File: config.mk
export PLATFORM = sky130hd
export DESIGN_NAME = dpl_isqrt
export DESIGN_NICKNAME = d
export VERILOG_FILES = /design/src/sv/deferred_phong_lighting_core_macros.svh /design/src/sv/dpl_isqrt.sv
export SDC_FILE = /design/constraint.sdc
export NUM_CORES = 2
export LEC_CHECK = 0
export CORE_MARGIN = 2
export CORE_UTILIZATION = 65
export CTS_BUF_LIST = sky130_fd_sc_hd__clkbuf_2
export CTS_CLUSTER_SIZE = 28
export DETAILED_ROUTE_END_ITERATION = 12
export DONT_BUFFER_PORTS = 1
export PLACE_DENSITY_LB_ADDON = 0.08
export REMOVE_ABC_BUFFERS = 1
export SLEW_MARGIN = 20
export SYNTH_ARGS = -nofsm -noshare
export SYNTH_HDL_FRONTEND = slang
export SYNTH_SLANG_ARGS = --single-unit
File: constraint.sdc
create_clock -name i_clk -period 6.1 [get_ports i_clk]
set_input_delay 0.305 -clock i_clk [delete_from_list [all_inputs] [get_ports i_clk]]
set_output_delay 0.305 -clock i_clk [all_outputs]
set_load 0.02 [all_outputs]
File: src/sv/deferred_phong_lighting_core_macros.svh
// Assertion helpers shared by the lighting pipeline.
`ifndef DEFERRED_PHONG_LIGHTING_CORE_MACROS_SVH
`define DEFERRED_PHONG_LIGHTING_CORE_MACROS_SVH

// Same-cycle implication, disabled in reset.
`define DPL_ASSERT_IMP(lbl, clk, rst_n, ante, cons, msg) \
    lbl: assert property (@(posedge clk) disable iff (!rst_n) (ante) |-> (cons)) \
        else $error(msg);

// Implication after a fixed number of cycles, disabled in reset.
`define DPL_ASSERT_DLY(lbl, clk, rst_n, ante, dly, cons, msg) \
    lbl: assert property (@(posedge clk) disable iff (!rst_n) (ante) |-> ##(dly) (cons)) \
        else $error(msg);

`endif

File: src/sv/dpl_isqrt.sv
module dpl_isqrt #(
    parameter int ROOT_W = 24
) (
    input  logic                  i_clk,
    input  logic                  i_rst_n,
    input  logic                  i_valid,
    input  logic [2*ROOT_W-1:0]   i_value,
    output logic                  o_valid,
    output logic [ROOT_W-1:0]     o_root
);

    localparam int VW  = 2 * ROOT_W;
    localparam int RMW = ROOT_W + 2;

    logic [ROOT_W-1:0] r_val;
    logic [VW-1:0]     r_v    [ROOT_W];
    logic [RMW-1:0]    r_rem  [ROOT_W];
    logic [ROOT_W-1:0] r_root [ROOT_W];

    logic [VW-1:0]     s_v    [ROOT_W];
    logic [RMW-1:0]    s_rem  [ROOT_W];
    logic [ROOT_W-1:0] s_root [ROOT_W];

    logic [VW-1:0]     n_v    [ROOT_W];
    logic [RMW-1:0]    n_rem  [ROOT_W];
    logic [ROOT_W-1:0] n_root [ROOT_W];

    always_comb begin
        s_v[0]    = i_value;
        s_rem[0]  = '0;
        s_root[0] = '0;
        for (int t = 1; t < ROOT_W; t++) begin
            s_v[t]    = r_v[t-1];
            s_rem[t]  = r_rem[t-1];
            s_root[t] = r_root[t-1];
        end
    end

    // one root bit per stage
    always_comb begin
        logic [RMW-1:0] rem_sh;
        logic [RMW-1:0] trial;
        logic           take;
        for (int t = 0; t < ROOT_W; t++) begin
            rem_sh    = {s_rem[t][ROOT_W-1:0], s_v[t][VW-1 -: 2]};
            trial     = {s_root[t], 2'b01};
            take      = rem_sh >= trial;
            n_rem[t]  = take ? rem_sh - trial : rem_sh;
            n_root[t] = {s_root[t][ROOT_W-2:0], take};
            n_v[t]    = s_v[t] << 2;
        end
    end

    always_ff @(posedge i_clk) begin
        if (!i_rst_n) begin
            r_val <= '0;
        end else begin
            r_val <= {r_val[ROOT_W-2:0], i_valid};
        end
    end

    always_ff @(posedge i_clk) begin
        for (int t = 0; t < ROOT_W; t++) begin
            r_v[t]    <= n_v[t];
            r_rem[t]  <= n_rem[t];
            r_root[t] <= n_root[t];
        end
    end

    assign o_valid = r_val[ROOT_W-1];
    assign o_root  = r_root[ROOT_W-1];

endmodule

## Word-level counts from Yosys, hierarchy flattened

Memory sizes are Yosys's and may differ from the RTL's.
Index checks and enable logic that the tools add are counted.

- Bits in registers: 24
- Bits in writable memories: 2304
- Output and inout port bits: 25
- Word-level logic and storage cells: 76
- Memories: 3

Memory list:

| memory | words | width | read ports | clocked after memory_dff | wr ports | RTL line | RTL |
|---|---|---|---|---|---|---|---|
| r_v | 24 | 46 | 23 | 0 | 24 | dpl_isqrt.sv:16 | `logic [VW-1:0] r_v [ROOT_W];` |
| r_rem | 24 | 26 | 23 | 0 | 24 | dpl_isqrt.sv:17 | `logic [RMW-1:0] r_rem [ROOT_W];` |
| r_root | 24 | 24 | 24 | 0 | 24 | dpl_isqrt.sv:18 | `logic [ROOT_W-1:0] r_root [ROOT_W];` |

- Add/subtract/negate cells: 24
- Magnitude comparators: 24
- Mux-type cells: 24

Operators by type and width:

| kind | count |
|---|---|
| $mux W26 | 24 |
| $ge A26 B26 Y1 | 23 |
| $sub A26 B26 Y26 | 23 |
| $sub A2 B1 Y3 const B | 1 |
| $ge A2 B1 Y1 const B | 1 |

## Logic depth before layout (Yosys ltp)

An unclocked memory read counts as a cell.

- Depth after elaboration: 3
- Mapped depth: 14

## Worst setup path after synthesis

Ideal clock, no wire load.

- Kind: reg-to-reg
- Start: memory r_root[12][5] (netlist: r_root[1][101])
- End: memory r_rem[1][150] (netlist bit)
- Data arrival time: 2.804 ns
- Data required time: 5.982 ns
- Slack: 3.177 ns
- Cell stages (with the launch flop): 12
- Buffers on the path: 0
- Path through: dfxtp_1 inv_1 ha_1 nand4_1 or4_1 o21ai_1 nor2_1 o21ai_1 nand2b_1 a2111oi_0 nand3_1 xnor2_1

RTL lines:

| item | RTL line |
|---|---|
| from (decl) | dpl_isqrt.sv:18 |
| to (decl) | dpl_isqrt.sv:17 |

==> impl_metrics.py <==
metrics = {
    "synthesis": {
        "synth_simple_gate_area_share_pct": 12.2,
        "synthFlopType": "dfxtp_1",
        "synth_xor_area_share_pct": 7.33,
        "synth_top_family_by_area": "simple AND/OR/NAND/NOR gates",
        "postSynthRegisterBits": 1398,
        "synthAdderAreaFrac_pct": 8.14,
        "synth_cell_types": 83,
        "synth_cells": 4834,
        "yosysSeqAreaShare_pct": 56.0,
        "synth_compound_area_share_pct": 11.7,
        "async_flop_share_pct": 0,
        "synth_area_sq_mm": 0.0500,
        "synth_edf_count": 0,
        "muxShareOfSynthArea_pct": 1.14,
        "avgSynthCellArea_sq_um": 10.3,
        "yosysWarnings": 0,
    },
    "place": {
        "gp_congestion": 0.896,
        "io_buffers": 0,
        "dp_hpwl_um": 68400,
    },
    "critical_path": {
        "crit_top_cell": "nor4_1",
        "cp.buffers_inverters": 1,
        "slowest_stage": "and3_1",
        "slowest_delay_ns": 0.45,
        "worstPathMaxFanout": 17,
        "crit_required_ns": 7.35,
        "cp-end-kind": "flip-flop",
        "arrival_ns": 4.84,
        "cp-start-kind": "flip-flop",
        "crit_path_cell_trace": "inv_1, ha_1, and4b_1, nor4b_1, a31oi_1, and3_1, nor4_1, nand2_1, nor4_1, xor2_1",
        "cpLargestDelayFamily": "simple AND/OR/NAND/NOR gates",
        "path_class": "reg2reg",
    },
    "timing": {
        "fin_worst_skew_ns": 0.264,
        "whs_ns": 0.238,
        "setup_viol": 0,
        "drv_slew": 0,
        "max_freq_mhz": 279,
        "hold_violations": 0,
        "maxSlewHeadroom_pct": 28.8,
        "grt_setup_unrepaired": "no",
        "tightestPinTransition_ns": 1.05,
        "fin_crit_sh_pct": 58.8,
        "setup_tns_ns": 0,
        "finalCriticalPeriod_ns": 3.59,
    },
    "drt": {
        "vias": 34655,
        "drt-total-wl_um": 99900,
        "avgRoutedWirePerCell_um": 15.3,
        "viasPerCell": 5.31,
        "drcViolationCount": 0,
        "firstDrtPassIters": 8,
        "drtIter0Drc": 1912,
        "drtAntennaViolNets": 0,
    },
    "finish": {
        "fillCellCount": 5715,
        "multi_input_area_sq_mm": 0.0203,
        "regArea_sq_mm": 0.0280,
        "syn2layout_area_growth_pct": 11.0,
        "final_util_pct": 72.9,
        "final_nets": 5645,
        "drive_gt1_share_pct": 10.1,
    },
    "global_route": {
        "grt_pass1_vias": 35057,
        "grt_pass1_wl_um": 164000,
        "overflow": 0,
        "antenna_found_initial": 3,
        "grt_max_degree": 43,
        "gr-usage-all-layers_pct": 25.5,
    },
    "clock_network": {
        "h-tree-depth": 5,
        "clockRootBuffer": "clkbuf_2",
        "cts_resized": 0,
        "cts_buffers": 338,
        "cts.sinks": 1398,
        "path_clk_slew_ns": 0.12,
        "clock_path_buffers": 4,
        "clk_latency_ns": 1.58,
        "cts_tree": "built",
    },
    "power_and_ir_drop": {
        "irDropWorstVdd_mv": 0.275,
        "power.total_mw": 21.7,
        "p_leak_nw": 26.9,
        "power.density_mw_per_mm2": 392,
    },
    "die": {
        "die_w_um": 281,
        "die_area_sq_mm": 0.0791,
        "die-height_um": 281,
        "start_util_pct": 65.7,
        "num_rows": 101,
        "io_pins": 76,
        "core_area_sq_mm": 0.0761,
    },
    "min_path": {
        "hp-class": "reg2reg",
    },
    "run": {
        "drv_cap": 0,
    },
    "status": {
        "outcome": "finished clean",
    },
}
cells by family (layout without fill, tap and decap cells):
group           count (synthesis)  in the layout
buf+inv                       461           1110
fa+ha+maj                     325            325
simple gates                 1229           1229
flops                        1398           1398
mux                            51             51
compound gates                951            951
other cells                     1             10
xor+xnor                      418            418
final timing paths:
check                                            start                    end  slack [ns]  depth (start not counted)
worst max register to register  r_root[0][100]$_DFF_P_  r_rem[0][145]$_DFF_P_        2.51                         10
worst min-delay path             r_root[1][57]$_DFF_P_  r_root[1][82]$_DFF_P_        0.24                          0
worst min register to register   r_root[1][57]$_DFF_P_  r_root[1][82]$_DFF_P_        0.24                          0
worst max-delay path            r_root[0][100]$_DFF_P_  r_rem[0][145]$_DFF_P_        2.51                         10
layout by cell type (no fill, tap or decap), types with 101 or more instances in the layout:
master / count
a21o_1: 101
a21oi_1: 293
clkbuf_2: 461
dfxtp_1: 1398
dlygate4sd3_1: 152
ha_1: 325
inv_1: 374
nand2_1: 312
nor2_1: 302
nor3_1: 123
o21ai_1: 184
xnor2_1: 207
xor2_1: 211
layout make-up:
type | instances | area share [%]
diodes | 9 | 0.0406
clock buffers | 461 | 4.16
clock inverters | 93 | 0.801
inverters | 389 | 2.63
multi-input cells | 2975 | 36.6
flip-flops and latches | 1398 | 50.5
well taps | 1030 | 2.32
repair buffers | 167 | 2.95
synth_stat cells (58+ instances only):
library cell  number  area, sq um
dfxtp_1         1398        28000
inv_1            374         1400
ha_1             325         4070
nand2_1          312         1170
nor2_1           302         1130
a21oi_1          293         1470
xor2_1           211         1850
xnor2_1          207         1810
o21ai_1          186          931
nor3_1           124          621
a21o_1           101          758
o21ai_0           79          395
clkbuf_1          70          263
nand2b_1          68          425
o21a_1            62          465
nand3_1           58          290
timing repair:
item,in CTS,in global routing
hold endpoints to repair,73,0
endpoints found under the setup margin,0,0
buffers inserted,0,0
hold buffers,152,0
state kept, by name, indices dropped and copies added (netlist names):
register,flops
r_rem,522
r_v,552
r_val,24
r_root,300
worst reg2reg max path, delay by kind of cell, from the launching register on:
family	cells	cell delay (ns)
AND/OR/NAND/NOR	6	2.15
AO/OA/AOI/OAI	1	0.19
flip-flops	1	0.36
XOR/XNOR	1	0.16
buffers and inverters	1	0.05
adder cells (fa/ha/maj)	1	0.35
power breakdown:
part | switching, mW | total, mW | internal (mW)
Sequential | 1.07 | 11.7 | 10.7
Combinational | 2.40 | 4.41 | 2.00
Clock | 3.46 | 5.58 | 2.12
Total | 6.94 | 21.7 | 14.8
through the flow:
stage / setup slack (ns) / std cells / instance area, sq um
after floorplan: 1.57 / 4762 / 49700
after global placement: 2.69 / 5807 / 51200
after detailed placement: 2.64 / 5807 / 51200
after CTS: 2.55 / 6513 / 55400
after global routing: 2.14 / 6522 / 55500
final: 2.51 / 6522 / 55500
metal layers:
layer  vias to the layer above  GRT usage, %  share of wire [%]
met5                         -             0                  0
met4                         0          12.1                3.4
met3                       275          4.92                4.0
met2                       819          45.7                 50
met1                     15969          29.0                 42
li1                      17592             -                  -
No activity file was read; power rests on OpenSTA's default activity.
