===== config.mk =====
export PLATFORM = sky130hd
export DESIGN_NAME = dpl_div
export DESIGN_NICKNAME = d
export VERILOG_FILES = /design/src/sv/dpl_pkg.sv /design/src/sv/dpl_div.sv
export VERILOG_INCLUDE_DIRS = /design/src /design/src/sv
export SDC_FILE = /design/constraint.sdc
export NUM_CORES = 2
export LEC_CHECK = 0
export BUFFER_PORTS_ARGS = -buffer_cell sky130_fd_sc_hd__buf_2
export CORE_MARGIN = 2
export CORE_UTILIZATION = 55
export DETAILED_ROUTE_END_ITERATION = 12
export PLACE_DENSITY = 0.74
export SLEW_MARGIN = 10
export SYNTH_ARGS = -nofsm -noshare
export SYNTH_HDL_FRONTEND = slang
export SYNTH_SLANG_ARGS = --single-unit

===== constraint.sdc =====
create_clock -name i_clk -period 3.3 [get_ports i_clk]
set_input_delay 0.66 -clock i_clk [delete_from_list [all_inputs] [get_ports i_clk]]
set_output_delay 0.66 -clock i_clk [all_outputs]
set_load 0.05 [all_outputs]

===== src/sv/deferred_phong_lighting_core_macros.svh =====
// Assertion helpers shared by the lighting pipeline.
`ifndef DEFERRED_PHONG_LIGHTING_CORE_MACROS_SVH
`define DEFERRED_PHONG_LIGHTING_CORE_MACROS_SVH

// Same-cycle implication, disabled in reset.
`define DPL_ASSERT_IMP(lbl, clk, rst_n, ante, cons, msg) \
    lbl: assert property (@(posedge clk) disable iff (!rst_n) (ante) |-> (cons)) \
        else $error(msg);

// Implication after a fixed number of cycles, disabled in reset.
`define DPL_ASSERT_DLY(lbl, clk, rst_n, ante, dly, cons, msg) \
    lbl: assert property (@(posedge clk) disable iff (!rst_n) (ante) |-> ##(dly) (cons)) \
        else $error(msg);

`endif


===== src/sv/dpl_pkg.sv =====
package dpl_pkg;

    localparam int X_FRAC = 14;
    localparam int X_W = X_FRAC + 1;
    localparam logic [X_W-1:0] X_ONE = X_W'(1 << X_FRAC);

    typedef enum logic [2:0] {
        CFG_LIGHT_X,
        CFG_LIGHT_Y,
        CFG_LIGHT_Z,
        CFG_AMBIENT,
        CFG_DIFFUSE,
        CFG_SPECULAR,
        CFG_SHININESS
    } t_cfg_idx;

endpackage


===== src/sv/dpl_div.sv =====
`include "deferred_phong_lighting_core_macros.svh"

module dpl_div import dpl_pkg::*; #(
    parameter int S_W = 51,
    parameter int M_W = 24
) (
    input  logic                  i_clk,
    input  logic                  i_rst_n,
    input  logic                  i_valid,
    input  logic signed [S_W-1:0] i_s,
    input  logic [M_W-1:0]        i_m,
    output logic                  o_valid,
    output logic [X_W-1:0]        o_x
);

    localparam int QB  = X_FRAC;
    localparam int LAT = QB + 1;
    localparam int RMW = M_W + QB;

    logic [LAT-1:0] r_val;
    logic [LAT-1:0] r_zero;
    logic [LAT-1:0] r_sat;
    logic [RMW-1:0] r_rem [LAT];
    logic [M_W-1:0] r_m   [LAT];
    logic [QB-1:0]  r_q   [LAT];

    logic [RMW-1:0] n_rem [LAT];
    logic [QB-1:0]  n_q   [LAT];
    logic           n_zero;
    logic           n_sat;

    // no quotient for a zero divisor or a non-positive dividend; clamp at one
    always_comb begin
        logic [S_W-1:0] lim;
        logic [RMW-1:0] dvs;
        logic           take;
        int             j;
        lim    = S_W'(i_m) << QB;
        n_zero = (i_m == '0) || i_s[S_W-1] || (i_s == '0);
        n_sat  = $unsigned(i_s) >= lim;
        n_rem[0] = RMW'($unsigned(i_s));
        n_q[0]   = '0;
        for (int t = 1; t < LAT; t++) begin
            j    = QB - t;
            dvs  = RMW'(r_m[t-1]) << j;
            take = r_rem[t-1] >= dvs;
            n_rem[t] = take ? r_rem[t-1] - dvs : r_rem[t-1];
            n_q[t]   = r_q[t-1];
            n_q[t][j] = take;
        end
    end

    always_ff @(posedge i_clk) begin
        if (!i_rst_n) begin
            r_val <= '0;
        end else begin
            r_val <= {r_val[LAT-2:0], i_valid};
        end
    end

    always_ff @(posedge i_clk) begin
        r_zero <= {r_zero[LAT-2:0], n_zero};
        r_sat  <= {r_sat[LAT-2:0], n_sat};
        r_m[0] <= i_m;
        for (int t = 1; t < LAT; t++) begin
            r_m[t] <= r_m[t-1];
        end
        for (int t = 0; t < LAT; t++) begin
            r_rem[t] <= n_rem[t];
            r_q[t]   <= n_q[t];
        end
    end

    assign o_valid = r_val[LAT-1];
    assign o_x     = r_zero[LAT-1] ? '0 : (r_sat[LAT-1] ? X_ONE : X_W'(r_q[LAT-1]));

    `DPL_ASSERT_DLY(a_div_zero_m, i_clk, i_rst_n, i_valid && (i_m == '0), LAT, o_valid && (o_x == '0), "zero divisor gave a cosine")
    `DPL_ASSERT_IMP(a_div_bound, i_clk, i_rst_n, o_valid, o_x <= X_ONE, "cosine above one")

endmodule


# == Yosys cells after proc, flatten, opt, wreduce, memory -nomap -nowiden ==
# Memory sizes are Yosys's and may differ from the RTL's.
# Index checks and enable logic that the tools add are counted.
# op_classes
addsub,14
n_lt_le_gt_ge,15
mux,16
n_reduce_logical,4
# ops
operator,count
two-way mux 38 bit,14
>= comparator 51 x 38 -> 1 bit,1
logical NOT 51 bit,1
>= comparator 38 x 24 -> 1 bit,1
>= comparator 38 x 25 -> 1 bit,1
>= comparator 38 x 26 -> 1 bit,1
>= comparator 38 x 27 -> 1 bit,1
>= comparator 38 x 28 -> 1 bit,1
>= comparator 38 x 29 -> 1 bit,1
>= comparator 38 x 30 -> 1 bit,1
>= comparator 38 x 31 -> 1 bit,1
>= comparator 38 x 32 -> 1 bit,1
>= comparator 38 x 33 -> 1 bit,1
>= comparator 38 x 34 -> 1 bit,1
>= comparator 38 x 35 -> 1 bit,1
>= comparator 38 x 36 -> 1 bit,1
>= comparator 38 x 37 -> 1 bit,1
subtractor 38 x 24 -> 38 bit,1
subtractor 38 x 25 -> 38 bit,1
subtractor 38 x 26 -> 38 bit,1
subtractor 38 x 27 -> 38 bit,1
subtractor 38 x 28 -> 38 bit,1
subtractor 38 x 29 -> 38 bit,1
subtractor 38 x 30 -> 38 bit,1
other kinds (10),12
# word_totals
register_bits,45
ram_bits,1140
input_bits,78
n_memories,3
# memory_table
memory,words,width,read_ports,rd_clocked_by_memory_dff,write_ports,line,rtl
r_rem,15,38,14,0,15,dpl_div.sv:23,logic [RMW-1:0] r_rem [LAT];
r_m,15,24,14,0,15,dpl_div.sv:24,logic [M_W-1:0] r_m [LAT];
r_q,15,14,15,0,15,dpl_div.sv:25,logic [QB-1:0] r_q [LAT];

# == Depth between registers and ports, before layout ==
# logic_depth
ltp_word,3
mapped_depth,15
depth_no_buf,13

# == Least setup slack after synthesis ==
# OpenSTA, ideal clock, no wires.
# synth_timing
path_kind,register to register
startpoint,memory r_rem[1][42] in the netlist's numbering
endpoint,memory r_rem[1][81] in the netlist's numbering
setup_ns,0.121
t_arrival_ns,3.174
required_ns,3.179
path_slack_ns,0.006
stages_incl_launch_ff,13
path_cell_list,dfxtp_1 > inv_1 > ha_1 > inv_1 > fa_1 > a211oi_1 > or3b_2 > a31oi_1 > or2_2 > a221o_1 > a31oi_1 > buf_2 > mux2_2
# synth_lines
item,line
from (decl),dpl_div.sv:23

==> results.txt <==
----------------------------------------------------
[Worst hold path]
  Worst Hold Class ... primary input to flop
  Worst Hold Path Cells ... 1
  Min-Delay Startpoint ... i_s[12]

[STA]
  Final number of max-transition violations ... 0
  Post-route fraction of the period consumed by the critical path ... 0.989
  Hold Vio Cnt, Final ... 0
  Slew of the pin with the lowest slew margin ... roughly 0.92 ns
  Clk_skew ... 0.0853 ns
  FMAX ... ~310 MHz
  Final setup violation count ... 0
  Final critical-path setup slack ... 0.0351 ns
  Worst hold slack ... approximately 0.063 ns
  Min Tclk post-route ... 3.26 ns
  Relative slew slack ... 0.384

[Critical path]
  Data arrival, critical path ... just under 4 ns
  Launch point of the critical path ... r_rem[0][50]
  Critical-path maximum fanout ... 8
  Crit path required time ... 3.90 ns
  Worst Reg-to-Reg Cells ... 14
  Setup crit end kind ... flop
  Worst r2r src ... r_rem[0][50]
  Worst setup SP type ... flop
  CP Class ... flop to flop

[Run]
  Number of violations of the max-capacitance limit ... 0

[Synthesis]
  Mean cell area of the mapped netlist ... 9.40 µm²
  Count of cell types in the netlist ... 87
  Post-synthesis sequential area ratio ... 0.461
  Most common flop cell mapped by yosys ... dfxtp_1
  Number of flops mapped to enable cells by yosys ... 0
  Number of nets in the synthesized netlist ... 5155
  Number of synthesized register bits ... 1018
  Count of yosys warnings during synthesis ... 0
  Async set-reset flop share out of synthesis ... 0
  Combined area of all synthesized cells ... 44200 µm²
  Cells after Synth ... between 4000 and 5000

[Route]
  Post-detailed-route count of antenna-violating nets ... 0
  Vias per inst ... 5.56
  Routed length per placed instance ... 17.5 µm
  WL final ... ~110000 µm
  Drt drc ... 0
  Via count of the routed design ... 34000
  First-pass iteration count of the detailed router ... 6
  Starting DRC count in detailed routing ... roughly 2300

[Clock tree]
  Total of hold buffers inserted after clock tree synthesis ... 0
  Clock-pin slew reported for the worst setup and hold paths after clock tree synthesis ... 0.07 ns
  Number of H-tree branching levels ... 3
  Maximum clock insertion buffer count ... 3
  Buffer cell driving the clock tree root ... clkbuf_16
  Clk sinks ... 1018
  TritonCTS clock tree ... yes
  Number of CTS-inserted buffers ... 99
  Clock latency reported for the late side of the worst-skew pair ... 0.71 ns

[Die]
  Area enclosed by the die boundary ... 82700 µm²
  Width of the die ... 288 µm
  Total I/O pin count ... 94
  Area of the core ... 79300 µm²
  Initial core utilization ... 0.558
  Row count ... 103
  Die Ht ... 288 µm

[Placed design]
  DP Worst Slack ... -0.0431 ns
  Count of port buffers added during placement ... 93
  RePlAce Congestion ... 0.969
  Half-perimeter wire length after placement ... between 80000 and 90000 µm

[Cells and area]
  Share of final-layout standard cells stronger than drive strength 1 ... 0.119
  Final nets ... ~5400
  Fillcell total ... between 6000 and 7000
  Layout Area Growth over Synthesis ... 15.0%

[Global route]
  First-pass GRT wire length ... 171000 µm
  Total congestion overflow after global routing ... 0
  Number of antenna violations at the first check in global routing ... 3
  Number of global-route vias before repair ... around 33000
  Largest net degree at the start of global routing ... 43
  Total global routing track utilization ... 0.255

[Power]
  Leakage power total ... approximately 0.023 µW
  Total power consumption of the routed design ... 51200 µW
  Maximum vdd ir drop ... between 0.0005 and 0.0006 V
  Pwr per Cell Area ... 1010 nW/µm²

[Run status]
  Status ... completed

----------------------------------------------------
-- sequential cells by signal (all words and copies together), names as in the netlist --
signal / count
r_rem: 532
r_sat: 15
r_q: 105
r_val: 15
r_zero: 15
r_m: 336
-- per-stage QoR --
stage | setup TNS, ns | std cells | area [µm²] | util
2_1_floorplan | 0 | 4704 | 44200 | -
3_3_place_gp | 0 | 5907 | 46900 | 0.592
3_5_place_dp | -0.120 | 5907 | 46900 | 0.592
4_1_cts | 0 | 6092 | 50500 | 0.637
5_1_grt | -1.15 | 6108 | 50800 | 0.642
6_report | 0 | 6109 | 50800 | 0.642
-- final timing paths --
kind         slack, ns       endpoint
max reg2reg       0.04   r_rem[0][92]
min               0.06   r_rem[0][12]
max               0.04   r_rem[0][92]
min reg2reg       0.30  r_rem[0][229]
-- layout make-up --
type                            instances  area, µm²  share of cell area
Multi-Input combinational cell       3142      22000               0.433
Sequential cell                      1018      20400               0.401
Clock buffer                          132       2770              0.0545
Timing Repair Buffer                  262       1880              0.0369
Inverter                              451       1690              0.0333
Tap cell                             1050       1310              0.0258
Clock inverter                         53        791              0.0156
Antenna cell                            1       2.50           0.0000492
-- synth_stat cells (12+ instances only) --
master	instances	area, µm²
nor3_1	72	360
and3_1	28	175
a211oi_1	38	285
o21ai_0	269	1350
o21bai_1	37	278
o21a_1	48	360
clkbuf_1	69	259
nand4_1	50	313
or3_1	24	150
a21o_1	160	1200
or4_1	12	90.1
xnor2_1	186	1630
o31a_1	14	123
ha_1	360	4500
nand3b_1	16	120
a21oi_1	371	1860
xor2_1	149	1310
mux2_2	65	732
or2_2	25	156
nand2b_1	50	313
a211o_1	12	105
nand3_1	72	360
fa_1	13	260
nor2_1	314	1180
and4_1	16	140
o211ai_1	23	173
nand2_1	320	1200
dfxtp_1	1018	20400
a31oi_1	42	263
and2_1	48	300
inv_1	449	1690
nor2b_1	40	250
nor4_1	68	425
o31ai_1	31	233
-- logic make-up (layout without fill, tap and decap cells) --
family          after synthesis  in the layout  share of synthesized area
compound gates             1166           1166                      0.165
xor+xnor                    335            335                     0.0664
fa+ha+maj                   373            373                      0.108
buf+inv                     544            898                     0.0481
flops                      1018           1018                      0.461
mux                          70             70                     0.0177
other cells                   0              1                          0
simple gates               1198           1198                      0.134
-- power breakdown --
group	total [µW]	internal (µW)	switching, µW
registers	17800	15600	2210
clock network	11900	6940	4960
logic	21500	9740	11800
total	51200	32300	19000
-- worst max-delay path: stages (launching register included) --
cell and delay (ns):
dfxtp_1 0.34, inv_1 0.05, ha_1 0.22, fa_1 0.43, nor2b_2 0.15, o31a_1 0.28
o2111ai_2 0.18, buf_4 0.20, a211oi_1 0.21, o211ai_1 0.13, a22oi_2 0.19, buf_4 0.17
buf_4 0.10, buf_6 0.15, mux2_2 0.34
-- layout by cell type (no fill, tap or decap), types with 17 or more instances in the layout --
cell type	Yosys	routed
clkinv_2	0	17
nor4_1	68	63
nand2b_1	50	50
nor2b_1	40	39
or3_1	24	24
buf_2	8	93
nand3_1	72	72
o21bai_1	37	37
inv_1	449	448
clkbuf_16	0	99
or2_2	25	25
a21oi_1	371	366
xor2_1	149	149
buf_4	1	155
nor3_1	72	69
and2_1	48	47
nor2_1	314	314
nand4_1	50	50
xnor2_1	186	186
o21ai_0	269	263
ha_1	360	359
clkbuf_8	0	17
dfxtp_1	1018	1016
mux2_2	65	65
nand2_1	320	320
a21o_1	160	160
a31oi_1	42	40
and3_1	28	28
o31ai_1	31	28
o211ai_1	23	23
a211oi_1	38	34
o21a_1	48	48
-- per-layer routing --
| metal | GRT usage | share of wire |
|---|---|---|
| met1 | 0.308 | 0.42 |
| met2 | 0.452 | 0.49 |
| met3 | 0.0329 | 0.047 |
| met4 | 0.115 | 0.043 |
| met5 | 0 | 0.000084 |
-- repair_timing --
| action | CTS | global route |
|---|---|---|
| pin swaps | 0 | 21 |
| buffers inserted | 0 | 15 |
| setup endpoints to repair | 22 | 121 |
| gates resized for setup | 7 | 56 |
| cloned | 0 | 1 |
(Power assumes the default switching activity.)
